===== src/sv/rsl_pkg.sv =====
// Package with shared types and constants for the simulcast layer ramp.
package rsl_pkg;

    localparam int RATE_W = 28;
    localparam int TIME_W = 48;
    localparam int QUOT_W = 51;
    localparam logic [TIME_W-1:0] FAIL_WINDOW_US = 48'd7000000;
    localparam logic signed [5:0] CNT_LIMIT = 6'sd23;
    localparam logic signed [5:0] SWITCH_LEVEL = 6'sd20;
    localparam logic signed [31:0] Q16_ONE = 32'sd65536;

    localparam logic [2:0] REG_MODE = 3'd0;
    localparam logic [2:0] REG_LAYERS = 3'd1;
    localparam logic [2:0] REG_LOW = 3'd2;
    localparam logic [2:0] REG_MID = 3'd3;
    localparam logic [2:0] REG_HIGH = 3'd4;

    typedef enum logic [2:0] {
        ST_IDLE,
        ST_DIV,
        ST_SCALE,
        ST_TENTH,
        ST_PART,
        ST_FAIL,
        ST_DECIDE,
        ST_OUT
    } t_state;

    typedef struct packed {
        logic load;
        logic div_step;
        logic scale;
        logic tenth;
        logic part;
        logic fail_adj;
        logic decide;
        logic finish;
    } t_cmd;

    typedef struct packed {
        logic div_done;
        logic active;
    } t_status;

endpackage


===== src/sv/rsl_ctrl.sv =====
// Controller state machine that sequences one report through the datapath.
module rsl_ctrl (
    input  logic             i_clk,
    input  logic             i_rst_n,
    input  logic             i_valid,
    output logic             o_stall,
    output logic             o_valid,
    input  logic             i_stall,
    input  rsl_pkg::t_status i_status,
    output rsl_pkg::t_cmd    o_cmd
);
    import rsl_pkg::*;

    t_state r_state;
    t_state n_state;

    always_ff @(posedge i_clk) begin
        if (!i_rst_n) begin
            r_state <= ST_IDLE;
        end else begin
            r_state <= n_state;
        end
    end

    always_comb begin
        n_state = r_state;
        case (r_state)
            ST_IDLE: begin
                if (i_valid) n_state = ST_DIV;
            end
            ST_DIV: begin
                if (!i_status.active) n_state = ST_DECIDE;
                else if (i_status.div_done) n_state = ST_SCALE;
            end
            ST_SCALE: n_state = ST_TENTH;
            ST_TENTH: n_state = ST_PART;
            ST_PART: n_state = ST_FAIL;
            ST_FAIL: n_state = ST_DECIDE;
            ST_DECIDE: n_state = ST_OUT;
            ST_OUT: begin
                if (!i_stall) n_state = ST_IDLE;
            end
            default: n_state = ST_IDLE;
        endcase
    end

    always_comb begin
        o_cmd = '0;
        o_stall = 1'b1;
        o_valid = 1'b0;
        case (r_state)
            ST_IDLE: begin
                o_stall = 1'b0;
                o_cmd.load = i_valid;
            end
            ST_DIV: o_cmd.div_step = i_status.active;
            ST_SCALE: o_cmd.scale = 1'b1;
            ST_TENTH: o_cmd.tenth = 1'b1;
            ST_PART: o_cmd.part = 1'b1;
            ST_FAIL: o_cmd.fail_adj = 1'b1;
            ST_DECIDE: o_cmd.decide = 1'b1;
            ST_OUT: begin
                o_valid = 1'b1;
                o_cmd.finish = !i_stall;
            end
            default: o_stall = 1'b1;
        endcase
    end

endmodule


===== config.mk =====
export PLATFORM = sky130hd
export DESIGN_NAME = rsl_ctrl
export DESIGN_NICKNAME = d
export VERILOG_FILES = /design/src/sv/rsl_pkg.sv /design/src/sv/rsl_ctrl.sv
export SDC_FILE = /design/constraint.sdc
export NUM_CORES = 1
export LEC_CHECK = 0
export ABC_CLOCK_PERIOD_IN_PS = 2070
export BUFFER_PORTS_ARGS = -buffer_cell sky130_fd_sc_hd__buf_2
export CORE_AREA = 10 10 47 49
export CTS_BUF_LIST = sky130_fd_sc_hd__clkbuf_8 sky130_fd_sc_hd__clkbuf_16
export DETAILED_ROUTE_END_ITERATION = 16
export DIE_AREA = 0 0 57 59
export GPL_ROUTABILITY_DRIVEN = 0
export PLACE_DENSITY = 0.48
export SKIP_CTS_REPAIR_TIMING = 1
export SYNTH_ARGS = -nofsm -noshare
export SYNTH_HDL_FRONTEND = slang
export SYNTH_SLANG_ARGS = --single-unit

===== constraint.sdc =====
create_clock -name i_clk -period 2.07 [get_ports i_clk]
set_input_delay 0.207 -clock i_clk [delete_from_list [all_inputs] [get_ports i_clk]]
set_output_delay 0.207 -clock i_clk [all_outputs]
set_load 0.03 [all_outputs]

# After elaboration in Yosys (flattened, before gate mapping)
# Index checks and enable logic that the tools add are counted.
# word_totals
regBits	3
latch_bits	0
ram_bits	0
mem_bits_ro	0
in_bits	6
output_inout_bits	10
word_cells	29
mem_count	0
# op_classes
addsub	0
multipliers	0
div_mod_pow	0
n_lt_le_gt_ge	0
n_eq_ne	10
shift	0
mux	15
bitwise_logic	0
n_reduce_logical	3
# op_table
cell	n
$pmux 3 s8	1
$eq 3x3->1 const B	4
$mux 3	4
$mux 1	10
$eq 3x2->1 const B	2
$ne 2x2->1 const B	2
$eq 3x1->1 const B	1
$logic_not 3->1	1
$ne 3x3->1 const B	1
$reduce_and 3->1	1
$logic_not 1->1	1

# Longest topological paths before layout
# logic_depth
depth_word	3
ltp_mapped	5
ltp_nobuf	5

# Least setup slack after synthesis
# No wires, ideal clock.
# synth_path
path_type	reg2out
from	reg r_state[0]
to	out o_cmd[7] in the netlist's numbering
arrival_time_ns	1.272
required_ns	1.863
slack_ns	0.591
path_stages_with_launch	5
n_path_buf	0
cell_sequence	dfxtp_1 > inv_1 > ha_1 > nand2b_1 > nor2_1
# synth_rtl
item	line	rtl
start: declaration	rsl_ctrl.sv:14	t_state r_state;
start signal: assignment	rsl_ctrl.sv:21	r_state <= n_state;
end: declaration	rsl_ctrl.sv:10	output rsl_pkg::t_cmd o_cmd

# Worst setup path in the final report
# layout_path
from	reg r_state[0]
to	reg r_state[2]
# layout_between
elab_chain_len	3
elab_cells_between_ends	13
cone_classes	10 x eq/ne; 1 x mux; 2 x reduce/logical
# layout_rtl
item	line	rtl
$eq 3x1->1 (tied with other cells)	rsl_ctrl.sv:27	case (r_state)
$ne 3x3->1 (no source line) or $ne 2x2->1 (tied branches)	n/a	
$reduce_and 3->1 (no source line)	n/a	
# Several ways; a longest one is shown, not always the timed one.
# A chain may end at the register's enable or synchronous reset.

==> qor.tcl <==
set qor(power.ir.vdd_worst_uv) 529
set qor(combinational_family_with_the_most_area_after_synthesis) {simple AND/OR/NAND/NOR gates}
set qor(power_switching_mw) 0.307
set qor(yosys.area_share.xor_xnor) 0
set qor(yosys_register_bits) 3
set qor(cts-buffers-inserted) 3
set qor(final_max_slew_viol_count) 0
set qor(global_route_wire_length_before_repair_microns) 1330
set qor(setup.worst_path.end_class) {flip-flop}
set qor(initial_utilization) 0.207
set qor(use_met2) 0.0698
set qor(clock_tree.root_cell) {sky130_fd_sc_hd__clkbuf_8}
set qor(synth_cells) 37
set qor(warnings_from_yosys) 0
set qor(fp.dieArea_sq_um) 3360
set qor(setup_violations) 0
set qor(crit_path_start_kind) {flip-flop}
set qor(postSynthAreaPerCell_sq_um) 7.85
set qor(seq_area_frac_synth) 0.207
set qor(grt_antenna_before_repair) 0
set qor(final_common_cell) {sky130_fd_sc_hd__buf_2}
set qor(cpPeakStageDelay_ps) 520
set qor(die-height_microns) 59
set qor(sw_frac) 0.473
set qor(tritoncts_num_sinks) 3
set qor(largest_register) {r_state}
set qor(largest_register_ffs) 3
set qor(detail_route.drc_violations) 0
set qor(mostFrequentLayoutCells) {sky130_fd_sc_hd__buf_2, sky130_fd_sc_hd__inv_1, sky130_fd_sc_hd__nand2_1}
set qor(comb_power_share) 0.572
set qor(slowest_stage_cell_cp) {sky130_fd_sc_hd__or4b_1}
set qor(run_status) {finished clean}
set qor(max-slew-margin-rel) 0.824
set qor(postSynthNetCount) 47
set qor(timing.critical_path.arrival_ps) 1610
set qor(io_buffer_count) 15
set qor(groute.usage.overall) 0.0476
set qor(layout_worst_path_cycle_share) 0.739
set qor(num-fill-cells) 158
set qor(path_class) {flip-flop to flip-flop}
set qor(worst_skew_pair.late_latency_ps) 210
set qor(busiest_layer) {met2}
set qor(rsz0062_at_grt) {false}
set qor(postRouteAntennaNets) 0
set qor(reg_top3) {r_state (3)}
set qor(wl_per_cell_microns) 10.5
set qor(tns_ps) 0
set qor(tritoncts) {done}
set qor(final_hold_viol_count) 0
set qor(synthMuxAreaShare) 0.0690
set qor(synth-compound-area-share) 0.129
set qor(grtUsageMet3) 0.0258
set qor(period_needed_ps) 1530
set qor(leak_pwr_nw) 0.238
set qor(grt_util_met1) 0.0597
set qor(synthesis.area_sq_um) 290
set qor(avgViaCountPerCell) 4.21
set qor(share_clk_of_total_power) 0.249
set qor(worstMarginPinSlew_ps) 260
set qor(p_per_area_nw_per_um2) 1530
set qor(nets) 66
set qor(cp.required_ps) 2150
set qor(drt_pass1_iterations) 4
set qor(post_synth_fa_ha_maj_area_fraction) 0.172
set qor(overflow_after_grt) 0
set qor(crit_fanout) 4
set qor(clock_tree.buffer_depth) 2
set qor(max_cap_viol_count) 0
set qor(dr.first_iter.drc_count) 8
set qor(synth-simple-area-share) 0.332
set qor(die-width_microns) 57
set qor(n_antenna_cell) 0
set qor(dr_total_vias) 299
set qor(ios) 16
set qor(post-route-util) 0.302
set qor(syn_to_final_growth_pct) 45.7
set qor(rows) 14
set qor(dp_hpwl_microns) 632
set qor(core_region_area_sq_um) 1400
set qor(cts_htree_levels) 1
set qor(cts.reportedPaths.clkPinSlew_ps) 30
set qor(share_seq_of_total_power) 0.179
set qor(grt_pass1_vias) 308
set qor(final_layout_size_suffix_gt1_frac) 0.345
set qor(crit_path_cell_trace) {inv_1 > ha_1 > or4b_1 > o311ai_1 > o22ai_1}
set qor(worstHoldPathType) {primary input to flip-flop}
set qor(fmax_mhz) 654
set qor(final.setup_skew_ps) 2.02
set qor(internal-power_mw) 0.342
set qor(detail_route.wirelength_microns) 745
set qor(grt_max_degree) 12
set qor(number_of_distinct_library_cells_after_synthesis) 17
## routing by layer
layer  routed length (microns)  vias up
met2                       294       13
met5                         0        -
met3                        61        0
met4                         0        0
li1                          -      158
met1                       389      128
## power by group through the flow
stage / Combinational, mW / Sequential (mW) / Clock (mW)
finish: 0.371 / 0.116 / 0.162
global route: 0.418 / 0.124 / 0.172
CTS: 0.378 / 0.117 / 0.165
detailed placement: 0.377 / 0.117 / 0
global placement: 0.372 / 0.118 / 0
floorplan: 0.299 / 0.102 / 0
## critical path, delay by kind of cell, from the launching register on
family,cells,cell delay [ps]
simple gates,1,520
flops,1,370
compound gates,2,230
fa+ha+maj,1,220
buf+inv,1,80
## cells by family (layout without fill, tap and decap cells)
kind of cell,after synthesis,in the layout
and+or+nand+nor,18,18
buffers and inverters,6,24
adders and majority gates,4,4
AOI/OAI and AO/OA,4,4
DFF,3,3
muxes,2,2
## worst paths after layout
check	to	depth (start not counted)	from	slack, ps
setup / recovery	r_state[2]	5	r_state[0]	540
hold / removal	r_state[2]	3	i_stall	290
setup reg to reg	r_state[2]	5	r_state[0]	540
hold reg to reg	r_state[1]	2	r_state[1]	500
## synth_stat cells
cell	instances	share of area
sky130_fd_sc_hd__nor2_1	3	0.039
sky130_fd_sc_hd__ha_1	4	0.17
sky130_fd_sc_hd__and2_1	3	0.065
sky130_fd_sc_hd__inv_1	5	0.065
sky130_fd_sc_hd__mux2i_1	2	0.069
sky130_fd_sc_hd__nand3b_1	1	0.026
sky130_fd_sc_hd__nand2b_1	1	0.022
sky130_fd_sc_hd__nand3_1	1	0.017
sky130_fd_sc_hd__o31ai_1	1	0.026
sky130_fd_sc_hd__nor2b_1	3	0.065
sky130_fd_sc_hd__dfxtp_1	3	0.21
sky130_fd_sc_hd__o311ai_1	1	0.030
sky130_fd_sc_hd__o22ai_1	1	0.022
sky130_fd_sc_hd__nand2_1	5	0.065
sky130_fd_sc_hd__o221ai_2	1	0.052
sky130_fd_sc_hd__or4b_1	1	0.034
sky130_fd_sc_hd__buf_4	1	0.026
## metrics by stage
stage               hold WS (ps)  power [mW]  area (sq um)  worst slack, ps  instances
floorplan                    353       0.401           290              591         37
global placement             495       0.490           378              553         67
detailed placement           503       0.494           378              545         67
CTS                          285       0.660           423              536         71
global route                 317       0.713           423              421         71
finish                       287       0.649           423              541         71
## area by class of cell
type | instances | area (sq um) | area share
Timing Repair Buffer | 15 | 75.1 | 0.178
Tap cell | 16 | 20.0 | 0.0473
Clock inverter | 1 | 3.75 | 0.00888
Clock buffer | 3 | 41.3 | 0.0976
Sequential cell | 3 | 60.1 | 0.142
Multi-Input combinational cell | 28 | 204 | 0.482
Inverter | 5 | 18.8 | 0.0444
Power figures use the tool's default switching activity.
